--- src/rtl/core/dxtvf_pkg.sv ---
`timescale 1ns / 1ps
`default_nettype none
// ----------------------------------------------------------------------------
// dxtvf_pkg
// Shared types and constants of the DXT surface vertical flip block.
// ----------------------------------------------------------------------------
package dxtvf_pkg;

    localparam int STORE_DEPTH = 4096;
    localparam int ADDR_W      = $clog2(STORE_DEPTH);
    localparam int CNT_W       = ADDR_W + 1;
    localparam int DIM_W       = 13;
    localparam int TOTAL_W     = 2 * DIM_W;
    localparam int MAX_DIM     = 4096;
    localparam int DATA_W      = 64;
    localparam int CFG_DATA_W  = 16;

    typedef enum logic [1:0] {
        MODE_RAW  = 2'd0,
        MODE_DXT1 = 2'd1,
        MODE_DXT3 = 2'd2,
        MODE_DXT5 = 2'd3
    } t_mode;

    typedef enum logic [1:0] {
        ST_OK       = 2'd0,
        ST_EARLY    = 2'd1,
        ST_OVERSIZE = 2'd2
    } t_status;

    typedef enum logic [1:0] {
        CFG_MODE        = 2'd0,
        CFG_LINE_LENGTH = 2'd1,
        CFG_LINE_COUNT  = 2'd2,
        CFG_SLICE_COUNT = 2'd3
    } t_cfg_index;

    typedef enum logic {
        CMD_LOAD  = 1'b0,
        CMD_FETCH = 1'b1
    } t_command;

    // store access and result flags from the sequencer for one word
    typedef struct packed {
        logic              we;
        logic              re;
        logic [ADDR_W-1:0] addr;
        logic              result;
        t_status           status;
        logic              eol;
        logic              eos;
    } t_access;

endpackage
`default_nettype wire

--- src/rtl/core/dxtvf_flip.sv ---
`timescale 1ns / 1ps
`default_nettype none
// ----------------------------------------------------------------------------
// dxtvf_flip
// Fixed bit permutation that flips one DXT block upside down; raw words pass unchanged.
// ----------------------------------------------------------------------------
module dxtvf_flip import dxtvf_pkg::*; (
    input  wire t_mode             i_mode,
    input  wire logic [DATA_W-1:0] i_low,
    input  wire logic [DATA_W-1:0] i_high,
    output logic      [DATA_W-1:0] o_low,
    output logic      [DATA_W-1:0] o_high
);

    // endpoints kept, four index row bytes reversed
    function automatic logic [DATA_W-1:0] flip_colour(input logic [DATA_W-1:0] b);
        flip_colour = {b[39:32], b[47:40], b[55:48], b[63:56], b[31:0]};
    endfunction

    // four 16-bit alpha rows reversed
    function automatic logic [DATA_W-1:0] flip_explicit(input logic [DATA_W-1:0] b);
        flip_explicit = {b[15:0], b[31:16], b[47:32], b[63:48]};
    endfunction

    // two endpoints kept, four 12-bit index rows reversed
    function automatic logic [DATA_W-1:0] flip_interp(input logic [DATA_W-1:0] b);
        flip_interp = {b[27:16], b[39:28], b[51:40], b[63:52], b[15:0]};
    endfunction

    always_comb begin
        unique case (i_mode)
            MODE_DXT1: begin
                o_low  = flip_colour(i_low);
                o_high = '0;
            end
            MODE_DXT3: begin
                o_low  = flip_explicit(i_low);
                o_high = flip_colour(i_high);
            end
            MODE_DXT5: begin
                o_low  = flip_interp(i_low);
                o_high = flip_colour(i_high);
            end
            default: begin
                o_low  = i_low;
                o_high = i_high;
            end
        endcase
    end

endmodule
`default_nettype wire

--- config.mk ---
export PLATFORM = sky130hd
export DESIGN_NAME = dxtvf_flip
export DESIGN_NICKNAME = d
export VERILOG_FILES = /design/src/rtl/core/dxtvf_pkg.sv /design/src/rtl/core/dxtvf_flip.sv
export SDC_FILE = /design/constraint.sdc
export NUM_CORES = 1
export LEC_CHECK = 0
export BUFFER_PORTS_ARGS = -buffer_cell sky130_fd_sc_hd__buf_2
export CAP_MARGIN = 20
export CORE_AREA = 2 2 101 103
export DETAILED_ROUTE_END_ITERATION = 8
export DIE_AREA = 0 0 103 105
export PLACE_DENSITY_LB_ADDON = 0.2
export REMOVE_ABC_BUFFERS = 1
export SETUP_SLACK_MARGIN = 0.3
export SLEW_MARGIN = 10
export SYNTH_ARGS = -nofsm -noshare
export SYNTH_HDL_FRONTEND = slang
export SYNTH_SLANG_ARGS = --single-unit
--- constraint.sdc ---
create_clock -name vclk -period 1.1
set_input_delay 0.055 -clock vclk [all_inputs]
set_output_delay 0.055 -clock vclk [all_outputs]
set_load 0.005 [all_outputs]
Word level (Yosys, flattened, before mapping)
Index checks and enable logic that the tools add are counted.
{ "totals": {"register_bits": 0, "out_inout_bits": 128, "input_bits": 130} }
{ "classes": {"eq_ne": 3, "n_mux": 2, "n_reduce_logical": 1} }
{ "op_table": {"columns": ["cell", "count"], "rows": [
  ["case mux 64 bit (3 select lines)", 1],
  ["case mux 64 bit (2 select lines)", 1],
  ["equality test 2 bit, second input constant", 2],
  ["equality test 2 x 1 -> 1 bit, second input constant", 1],
  ["OR reduction 2 bit", 1]
]} }

Logic depth before layout (Yosys ltp)
{ "logic_depth": {"depth_word": 3, "mapped_depth": 5} }

Worst setup path after synthesis
Ideal clock, no wire load.
{ "synth_path": {"path_kind": "input -> output", "startpoint": "input port i_mode[1]", "endpoint": "output port o_low[0]", "required_time_ns": 1.045, "setup_slack_ns": 0.180, "path_buffers": 3, "path_stages": 5, "arrival_ns": 0.865, "path_cell_list": "buf_6 > nor2b_4 > buf_6 > buf_12 > mux2_4"} }
{ "synth_via": {"elab_chain_cells": 2, "elab_cells_between_ends": 4, "cone_classes": "eq/ne (3); mux (1)"} }
{ "synth_rtl": {"columns": ["element", "line", "source"], "rows": [
  ["start: declaration", "dxtvf_flip.sv:8", "input wire t_mode i_mode,"],
  ["equality test 2 bit or equality test 2 x 1 -> 1 bit (tied branches)", "dxtvf_flip.sv:31", "unique case (i_mode)"],
  ["case mux 64 bit (3 select lines) *", "dxtvf_flip.sv:31", null],
  ["end: declaration", "dxtvf_flip.sv:11", "output logic [DATA_W-1:0] o_low,"]
]} }
Mark *: on every way between the ends. The rest lies on a longest branch, timed or not.

Worst setup path after layout
{ "layout_path": {"startpoint": "input port i_mode[0]", "endpoint": "output port o_low[8]"} }
The elaborated chain is that of the path after synthesis.

==> impl_metrics.json <==
{
  "die_w_um": 103,
  "ys_top_cells_by_area": "mux4_2 35%, a22o_1 14%, and2_1 10%",
  "dp_cells": 577,
  "drive_above_1_share_pct": 76.2,
  "grt_pass1_vias": 2785,
  "drtIter0Drc": 77,
  "drt-total-wl_mm": 9.96,
  "maxCapViolations": 0,
  "cp_max_fo": 11,
  "antenna_found_initial": 1,
  "min_period_over_period_pct": 104,
  "synth_largest_area_cell": "mux4_2",
  "max_stage_delay_ns": 0.33,
  "setup_slack_ns": -0.0472,
  "antenna_left": 0,
  "power_mw": 1.78,
  "core_mm2": 0.00964,
  "synth_seq_area_share_pct": 0,
  "crit_path_frequent_cell": "buf_12",
  "start_util_pct": 20.2,
  "areaGrowthSynthToFinish_pct": 104,
  "crit_path_end_kind": "output port",
  "std_cell_rows": 36,
  "layout_min_cycle_time_ns": 1.15,
  "gr-total-overflow": 0,
  "post-route-drc-count": 0,
  "synth_cell_types": 16,
  "netlist_area_mm2": 0.00195,
  "boundaryPins": 258,
  "cp_slowest_cell": "mux2_2",
  "crit_end": "o_low[8]",
  "worstSetupPathType": "in2out",
  "final_nets": 595,
  "report.final.hold_viol_count": 0,
  "seq_cells": 0,
  "wl_per_cell_um": 16.7,
  "worst_pin_slew_ns": 0.178,
  "worstSetupStartpointType": "primary input",
  "setup_viol": 28,
  "worst_ep_arrival_time_ns": 1.09,
  "vias": 2814,
  "crit_start": "i_mode[0]",
  "violations": "negative setup slack",
  "p_leak_nw": 2.07,
  "vias_per_cell": 4.71,
  "nClkBuffers": 0,
  "io_buffers": 258,
  "p_per_area_mw_per_mm2": 447,
  "fp.dieH_um": 105,
  "holdBufCountCts": 0,
  "syn-instance-count": 188,
  "finalMaxSlewViolations": 0,
  "synth.top_cell.area_share_pct": 34.7,
  "hp-class": "in2out",
  "crit_chain": "buf_12 > buf_12 > nor2b_4 > buf_12 > mux2_2 > buf_2",
  "syn_area_per_cell_um2": 10.4,
  "gp_congestion": 0.817,
  "synth_warnings": 0,
  "slew_headroom_pct": 87.8,
  "status": "finished, violations left",
  "grt_pass1_wl_mm": 14.3,
  "regArea_um2": 0,
  "dr.pass1.iters": 7,
  "yosys-top-cells-count": "32 x a22o_1, 32 x and2_1, 30 x mux4_2",
  "stdcell_count": 597,
  "grt_usage_pct": 16.8,
  "dp_hpwl_mm": 8.06,
  "cp.required_ns": 1.04,
  "die_area_mm2": 0.0108,
  "grt_max_degree": 33,
  "vdd_drop_max_mv": 0.192,
  "fmax_mhz": 872,
  "rsz0062_at_grt": "yes"
}
-- metal layers --
layer,global-route usage (%),up-vias,wire length (µm)
met5,0,-,0
met4,2.82,0,200
met3,2.07,10,892
met2,34.4,178,5470
met1,17.8,1318,3400
li1,-,1308,-
-- where the power goes --
group          internal, mW  switching (mW)
Sequential                0               0
Combinational          1.08           0.694
Clock           0.000000122               0
Total                  1.08           0.694
-- final cells by class --
class	count	area, µm²
tap	133	166
antenna	1	2.50
multi-input combinational	163	1770
timing repair buffer	300	2030
fill	984	5670
-- through the flow --
| stage | setup TNS, ns | utilization (%) | instance area [µm²] | hold WS, ns | setup WS [ns] |
|---|---|---|---|---|---|
| 5_1_grt | -3.17 | 41.2 | 3970 | 0.395 | -0.0868 |
| 3_5_place_dp | -3.09 | 36.0 | 3470 | 0.376 | -0.0888 |
| 4_1_cts | -1.82 | 40.8 | 3940 | 0.375 | -0.0573 |
| 3_3_place_gp | -2.89 | 36.0 | 3470 | 0.377 | -0.0902 |
| 6_report | -0.412 | 41.2 | 3970 | 0.375 | -0.0472 |
| 2_1_floorplan | -9.51 | - | 1750 | 0.161 | -0.299 |
-- placed cells by master (no fill, tap or decap) --
master     Yosys  layout
buf_2          8     242
and2_1        32      32
mux4_2        30      32
a22o_1        32      31
buf_6          9      28
mux2i_1       16      16
nor2_1        17      15
a21oi_1       16      15
buf_4          3      12
mux2_4        10      10
buf_12         1       9
mux2_2         6       6
buf_16         0       4
bufbuf_16      0       3
nor2_4         0       2
buf_8          0       2
diode_2        0       1
nand2b_1       1       1
nor2b_4        1       1
a22o_4         0       1
a21oi_2        0       1
-- critical path, delay by kind of cell --
family / cells / cell delay [ns]
buffers and inverters: 4 / 0.54
muxes: 1 / 0.33
and+or+nand+nor: 1 / 0.15
-- cells by family after synthesis --
logic type	count (synthesis)	share of synthesized area, %
and+or+nand+nor	51	14.6
buffers and inverters	25	10.2
muxes	64	56.7
AOI/OAI and AO/OA	48	18.5
-- timing repair --
item	in CTS	in global routing
setup buffers	9	4
resized for setup	48	2
pin swaps	8	1
setup endpoints to repair	128	128
cloned	6	0
-- how the worst min path moves through the flow --
stage | from | to | slack [ns] | depth (start not counted)
floorplan | i_mode[1] | o_low[16] | 0.16 | 1
global placement | i_high[24] | o_high[24] | 0.38 | 3
detailed placement | i_high[28] | o_high[28] | 0.38 | 3
CTS | i_high[28] | o_high[28] | 0.38 | 3
global route | i_high[15] | o_high[15] | 0.40 | 3
finish | i_high[28] | o_high[28] | 0.37 | 3
No activity file was read; power rests on OpenSTA's default activity.
