===== src/rtl/core/dxtvf_pkg.sv =====
`timescale 1ns / 1ps
`default_nettype none
// ----------------------------------------------------------------------------
// dxtvf_pkg
// Shared types and constants of the DXT surface vertical flip block.
// ----------------------------------------------------------------------------
package dxtvf_pkg;

    localparam int STORE_DEPTH = 4096;
    localparam int ADDR_W      = $clog2(STORE_DEPTH);
    localparam int CNT_W       = ADDR_W + 1;
    localparam int DIM_W       = 13;
    localparam int TOTAL_W     = 2 * DIM_W;
    localparam int MAX_DIM     = 4096;
    localparam int DATA_W      = 64;
    localparam int CFG_DATA_W  = 16;

    typedef enum logic [1:0] {
        MODE_RAW  = 2'd0,
        MODE_DXT1 = 2'd1,
        MODE_DXT3 = 2'd2,
        MODE_DXT5 = 2'd3
    } t_mode;

    typedef enum logic [1:0] {
        ST_OK       = 2'd0,
        ST_EARLY    = 2'd1,
        ST_OVERSIZE = 2'd2
    } t_status;

    typedef enum logic [1:0] {
        CFG_MODE        = 2'd0,
        CFG_LINE_LENGTH = 2'd1,
        CFG_LINE_COUNT  = 2'd2,
        CFG_SLICE_COUNT = 2'd3
    } t_cfg_index;

    typedef enum logic {
        CMD_LOAD  = 1'b0,
        CMD_FETCH = 1'b1
    } t_command;

    // store access and result flags from the sequencer for one word
    typedef struct packed {
        logic              we;
        logic              re;
        logic [ADDR_W-1:0] addr;
        logic              result;
        t_status           status;
        logic              eol;
        logic              eos;
    } t_access;

endpackage
`default_nettype wire


===== src/rtl/core/dxtvf_ctrl.sv =====
`timescale 1ns / 1ps
`default_nettype none
// ----------------------------------------------------------------------------
// dxtvf_ctrl
// Configuration registers and the load / fetch address sequencer.
// ----------------------------------------------------------------------------
module dxtvf_ctrl import dxtvf_pkg::*; (
    input  wire logic                  i_clk,
    input  wire logic                  i_rst_n,
    input  wire logic                  i_cfg_valid,
    input  wire logic [1:0]            i_cfg_index,
    input  wire logic [CFG_DATA_W-1:0] i_cfg_data,
    input  wire logic                  i_step,
    input  wire logic                  i_command,
    output t_mode                      o_mode,
    output t_access                    o_acc
);

    t_mode             r_mode;
    logic [DIM_W-1:0]  r_line_length;
    logic [DIM_W-1:0]  r_line_count;
    logic [11:0]       r_slice_count;
    logic [CNT_W-1:0]  r_loaded_count;
    logic [11:0]       r_out_line;
    logic [11:0]       r_out_column;
    logic [10:0]       r_slice_index;
    logic [ADDR_W-1:0] r_line_off;

    logic [DIM_W-1:0]   len;
    logic [DIM_W-1:0]   cnt;
    logic [11:0]        slices;
    logic [11:0]        slice_inc;
    logic [TOTAL_W-1:0] total;
    logic [TOTAL_W-1:0] rd_addr_full;
    logic               oversize;
    logic               loaded_full;
    logic               eol;
    logic               eos;
    logic               is_fetch;

    function automatic logic [DIM_W-1:0] clamp_dim(input logic [DIM_W-1:0] v);
        if (v == '0) begin
            clamp_dim = DIM_W'(1);
        end else if (v > DIM_W'(MAX_DIM)) begin
            clamp_dim = DIM_W'(MAX_DIM);
        end else begin
            clamp_dim = v;
        end
    endfunction

    assign len       = clamp_dim(r_line_length);
    assign cnt       = clamp_dim(r_line_count);
    assign slices    = (r_slice_count == '0) ? 12'd1 : r_slice_count;
    assign slice_inc = {1'b0, r_slice_index} + 12'd1;
    assign total     = TOTAL_W'(len) * TOTAL_W'(cnt);
    assign oversize  = total > TOTAL_W'(STORE_DEPTH);
    assign loaded_full = TOTAL_W'(r_loaded_count) >= total;
    assign eol = {1'b0, r_out_column} == (len - DIM_W'(1));
    assign eos = eol && ({1'b0, r_out_line} == (cnt - DIM_W'(1)));
    assign is_fetch = (i_command == CMD_FETCH);

    // last line starts at total - len, each finished line moves one line up
    assign rd_addr_full = total - TOTAL_W'(len) - TOTAL_W'(r_line_off)
                        + TOTAL_W'(r_out_column);

    always_comb begin
        o_acc.we     = i_step && !is_fetch && !oversize && !loaded_full;
        o_acc.re     = i_step && is_fetch && !oversize && loaded_full;
        o_acc.addr   = o_acc.we ? r_loaded_count[ADDR_W-1:0]
                                : rd_addr_full[ADDR_W-1:0];
        o_acc.result = i_step && (oversize || is_fetch);
        o_acc.eol    = eol;
        o_acc.eos    = eos;
        priority if (oversize) begin
            o_acc.status = ST_OVERSIZE;
        end else if (!loaded_full) begin
            o_acc.status = ST_EARLY;
        end else begin
            o_acc.status = ST_OK;
        end
    end

    assign o_mode = r_mode;

    always_ff @(posedge i_clk) begin
        if (!i_rst_n) begin
            r_mode         <= MODE_RAW;
            r_line_length  <= DIM_W'(1);
            r_line_count   <= DIM_W'(1);
            r_slice_count  <= 12'd1;
            r_loaded_count <= '0;
            r_out_line     <= '0;
            r_out_column   <= '0;
            r_slice_index  <= '0;
            r_line_off     <= '0;
        end else if (i_cfg_valid) begin
            unique case (t_cfg_index'(i_cfg_index))
                CFG_MODE:        r_mode        <= t_mode'(i_cfg_data[1:0]);
                CFG_LINE_LENGTH: r_line_length <= i_cfg_data[DIM_W-1:0];
                CFG_LINE_COUNT:  r_line_count  <= i_cfg_data[DIM_W-1:0];
                CFG_SLICE_COUNT: r_slice_count <= i_cfg_data[11:0];
                default: ;
            endcase
            // any register write restarts the surface
            r_loaded_count <= '0;
            r_out_line     <= '0;
            r_out_column   <= '0;
            r_slice_index  <= '0;
            r_line_off     <= '0;
        end else if (o_acc.we) begin
            r_loaded_count <= r_loaded_count + CNT_W'(1);
        end else if (o_acc.re) begin
            if (eos) begin
                r_loaded_count <= '0;
                r_out_line     <= '0;
                r_out_column   <= '0;
                r_line_off     <= '0;
                r_slice_index  <= (slice_inc >= slices) ? '0 : slice_inc[10:0];
            end else if (eol) begin
                r_out_column <= '0;
                r_out_line   <= r_out_line + 12'd1;
                r_line_off   <= ADDR_W'(TOTAL_W'(r_line_off) + TOTAL_W'(len));
            end else begin
                r_out_column <= r_out_column + 12'd1;
            end
        end
    end

    a_read_only_when_full: assert property (@(posedge i_clk) disable iff (!i_rst_n)
        o_acc.re |-> (o_acc.status == ST_OK && !o_acc.we))
        else $error("store read issued before slice complete");

    a_fill_bounded: assert property (@(posedge i_clk) disable iff (!i_rst_n)
        !oversize |-> (TOTAL_W'(r_loaded_count) <= total))
        else $error("fill count beyond slice size");

    a_slice_wrap: assert property (@(posedge i_clk) disable iff (!i_rst_n)
        ({1'b0, r_slice_index} < slices) || $past(i_cfg_valid))
        else $error("slice index out of range");

endmodule
`default_nettype wire


===== config.mk =====
export PLATFORM = sky130hd
export DESIGN_NAME = dxtvf_ctrl
export DESIGN_NICKNAME = d
export VERILOG_FILES = /design/src/rtl/core/dxtvf_pkg.sv /design/src/rtl/core/dxtvf_ctrl.sv
export SDC_FILE = /design/constraint.sdc
export NUM_CORES = 1
export LEC_CHECK = 0
export ABC_AREA = 1
export BUFFER_PORTS_ARGS = -buffer_cell sky130_fd_sc_hd__buf_2
export CORE_AREA = 2 2 164 166
export DETAILED_ROUTE_END_ITERATION = 7
export DIE_AREA = 0 0 166 168
export GPL_TIMING_DRIVEN = 0
export SYNTH_ARGS = -nofsm -noshare
export SYNTH_HDL_FRONTEND = slang
export SYNTH_SLANG_ARGS = --single-unit
export TNS_END_PERCENT = 1

===== constraint.sdc =====
create_clock -name i_clk -period 15.85 [get_ports i_clk]
set_input_delay 3.17 -clock i_clk [delete_from_list [all_inputs] [get_ports i_clk]]
set_output_delay 3.17 -clock i_clk [all_outputs]
set_load 0.1 [all_outputs]

# Word-level counts from Yosys, hierarchy flattened
# Cells that the tools add are included.
# classes
addsub,9
mul,1
n_lt_le_gt_ge,4
n_eq_ne,4
n_mux,16
bitwise,2
n_reduce_logical,25
# op_table
operator,n
13-bit 2-to-1 mux,7
12-bit 2-to-1 mux,7
12-bit by 13-bit equality test with 1-bit output,2
13-bit by 26-bit >= comparator with 1-bit output,1
"13-bit greater-than comparator, second input constant",2
"26-bit by 13-bit greater-than comparator with 1-bit output, second input constant",1
13-bit logical NOT,2
13-bit by 13-bit multiplier with 26-bit output,1
"13-bit by 1-bit subtractor with 13-bit output, second input constant",2
"12-bit by 1-bit adder with 12-bit output, second input constant",2
12-bit adder,2
12-bit subtractor,2
"13-bit by 1-bit adder with 13-bit output, second input constant",1
2-bit AND reduction,5
1-bit logical AND,8
2-bit nonzero test,3
1-bit logical NOT,3
3-bit AND reduction,1
"2-bit by 1-bit equality test with 1-bit output, second input constant",1
"2-bit equality test, second input constant",1
2-bit logical NOT,1
2-bit 2-to-1 mux,1
1-bit NOT,2
2-bit OR reduction,1
2 further kinds,2
# totals
reg_bits,77
inputBits,23
output_inout_bits,21
elab_cells,68

# Longest topological paths before layout
# depth
word_depth,10
mapped_depth,43
ltp_nobuf,41

# Worst setup path after synthesis
# No wires, ideal clock.
# synth_path
kind,register to output
from,register r_line_count[2]
to,output port o_acc[16] in the netlist's numbering
arrival_time_ps,8372
setup_slack_ps,4308
stages_incl_launch_ff,39
n_path_buf,3
cell_sequence,dfxtp_1 -> nor2_1 -> nand2_1 -> nor2_1 -> nand2_1 -> nand2_1 -> buf_2 -> nand2_1 -> clkbuf_1 -> nor2_1 -> fa_1 -> inv_1 -> fa_1 -> inv_1 -> fa_1 -> inv_1 -> fa_1 -> fa_1 -> (+3 left out) -> inv_1 -> nand2_1 -> nand2_1 -> nand2_1 -> nand2_1 -> inv_1 -> ha_1 -> nand2_1 -> nor4_1 -> nand3_1 -> nand3_1 -> nand2_1 -> inv_1 -> nand2_1 -> nand3_2 -> inv_2 -> buf_4 -> o21ai_0
# synth_lines
item,line_no,source
start: declaration,dxtvf_ctrl.sv:21,logic [DIM_W-1:0] r_line_count;
start signal: assignment,dxtvf_ctrl.sv:100,CFG_LINE_COUNT: r_line_count <= i_cfg_data[DIM_W-1:0];
end: declaration,dxtvf_ctrl.sv:16,output t_access o_acc

==> impl_metrics.tcl <==
set metrics [dict create \
    drive_gt1_frac 0.0672 \
    cts_resized 0 \
    cp.depth 39 \
    vias 11800 \
    clock_latency_ns 0.36 \
    fp-row-count 60 \
    clkSinkCount 77 \
    period_share 0.746 \
    cts_htree_levels 3 \
    p_per_area_mw_per_mm2 72.5 \
    chipWidth_um 166 \
    cts_root_buf "clkbuf_16" \
    worst_setup_path_start_kind "register" \
    tightest_slew_ns 0.838 \
    fp.dieH_um 168 \
    postCtsHoldBufs 0 \
    cp.required_ns 12.68 \
    grt_max_degree 16 \
    ys_seq_area_frac 0.122 \
    core_sq_mm 0.0264 \
    path_class "register to primary output" \
    vdd_drop_max_uv 138 \
    min_period_ns 11.83 \
    synth.lib_cells_used.distinct 41 \
    grt_usage 0.259 \
    rsz0062_at_grt "false" \
    cts_buffers 9 \
    status "completed" \
    worstHoldPathCells 2 \
    path_clk_slew_ns 0.08 \
    grt_pass1_vias 11000 \
    worst_slack_ns 4.02 \
    max_freq_mhz 84.5 \
    slew_violations 0 \
    path_delay_family "adder cells" \
    dp_slack_ns 4.44 \
    crit_arrival_ns 8.66 \
    cpPeakStageDelay_ns 0.55 \
    hold_viol 0 \
    finalPower_w 0.000984 \
    post_cts_buffers 0 \
    antenna_cells 0 \
    start_util 0.480 \
    nets 2190 \
    syn_area_sq_mm 0.0126 \
    syn_avg_cell_area_sq_um 6.83 \
    dieArea_sq_mm 0.0279 \
    syn_to_final_growth_pct 7.37 \
    syn-num-nets 2139 \
    p_leak_nw 7.01 \
    worst_slew_margin_rel 0.441 \
    antenna_found_initial 0 \
    final_antenna_net_count 0 \
    dp_hpwl_um 29500 \
    synth-main-ff-cell "dfxtp_1" \
    tritoncts "built" \
    io-pin-count 44 \
    grt_pass1_wl_um 57700 \
    path_common_cell "nand2_1" \
    cap_violations 0 \
    crit_path_end_kind "primary output" \
    synthCells 1850 \
    wirelength_um 36100 \
    setup_viol 0 \
    via_per_inst 5.25 \
    gp_congestion 0.892 \
    synth_edf_count 0 \
    tns_ns 0 \
    clock_path_buffers 2 \
    synthArstFlopShare 0 \
    ff2ff_path_depth 39 \
    drtIter0Drc 808 \
    crit_fanout 10 \
    yosysWarnings 0 \
    route.detailed.drc 0 \
    path_buf_inv 11 \
    portBuffers 40 \
    clock_skew_ns 0.0173 \
    slowest_stage "fa_1" \
    grt_overflow 0 \
    min_path_type "register to register" \
    routed_wire_length_per_instance_um 16.1 \
    ys_ff_latch 77 \
    firstDrtPassIters 5 \
]
[logic make-up after synthesis]
group                    synth area share
AND/OR/NAND/NOR                     0.296
AO/OA/AOI/OAI                      0.0660
adder cells (fa/ha/maj)             0.349
XOR/XNOR                           0.0340
flip-flops                          0.122
buffers and inverters               0.133
[synth_stat cells (12+ instances only)]
cell type	n	area, sq um
nand2_2	15	93.8
xor2_1	29	254
nand4_1	23	144
clkbuf_1	22	82.6
nand2_1	424	1590
xnor2_1	20	175
nor3_1	17	85.1
dfxtp_1	77	1540
nand3b_1	12	90.1
ha_1	122	1530
o21ai_0	67	335
inv_1	369	1390
inv_2	12	45.0
nor2_1	224	841
a21oi_1	65	325
nand3_1	121	606
fa_1	144	2880
[area by class of cell]
cell class              instances  area, sq um
fillers                      2753        12800
multi-input cells            1344         9420
flip-flops and latches         77         1540
inverters                     387         1450
well taps                     341          427
plain buffers                  42          231
clock buffers                   9          225
repair buffers                 40          200
clock inverters                 7         80.1
[cell usage in the layout, fill, tap and decap left out, drive strengths merged]
cell,Yosys,layout
o21a,2,2
nand3b,12,12
o21ai,70,70
clkbuf,22,31
o22ai,9,9
a211oi,2,2
buf,20,60
and3,2,2
nor4,5,5
o211ai,3,3
a21oi,65,65
ha,122,122
o21bai,4,4
nor3,17,17
dfxtp,77,77
nand3,127,127
a21boi,1,1
inv,381,385
xor2,29,29
bufinv,0,1
or2,4,4
nand4,23,23
nor2,238,238
nand2,440,440
and2,4,4
fa,144,144
o41ai,1,1
clkinvlp,0,1
xnor2,20,20
clkinv,6,7
[worst paths after layout]
| path | to | start | slack (ns) |
|---|---|---|---|
| worst max-delay path | o_acc[14] | r_line_count[2] | 4.02 |
| worst min register to register | r_out_column[7] | r_out_column[7] | 0.52 |
| worst min-delay path | r_out_column[7] | r_out_column[7] | 0.52 |
| worst max register to register | r_loaded_count[9] | r_line_count[2] | 7.64 |
[worst reg2reg max path: cells and delay by family, from the launching register on]
kind / cells / cell delay, ns
adder cells (fa/ha/maj): 7 / 3.25
AO/OA/AOI/OAI: 1 / 0.07
AND/OR/NAND/NOR: 21 / 2.82
buffers and inverters: 10 / 1.45
flip-flops: 1 / 0.48
[layer usage]
metal,routed length (um),track usage
met1,16100,0.365
met2,16900,0.430
met3,2190,0.0282
met4,798,0.0635
met5,0,0
[sequential cells by signal, indices dropped and copies added (netlist names)]
signal	flops
r_line_count	13
r_line_length	13
r_loaded_count	13
r_line_off	12
r_out_column	12
r_out_line	12
o_mode	2
[power breakdown]
part / internal, W / total, W / switching (W)
sequential: 0.000197 / 0.000202 / 0.00000451
clock: 0.000125 / 0.000228 / 0.000103
combinational: 0.000125 / 0.000554 / 0.000429
[through the flow]
stage	cell area, sq um	std cells	hold WS [ns]	utilization
after floorplan	12600	1850	0.445	-
after detailed placement	13300	2231	0.497	0.504
after global placement	13300	2231	0.475	0.504
after global routing	13600	2247	0.536	0.515
after CTS	13600	2247	0.507	0.515
final	13600	2247	0.516	0.515
Power figures use the tool's default switching activity.
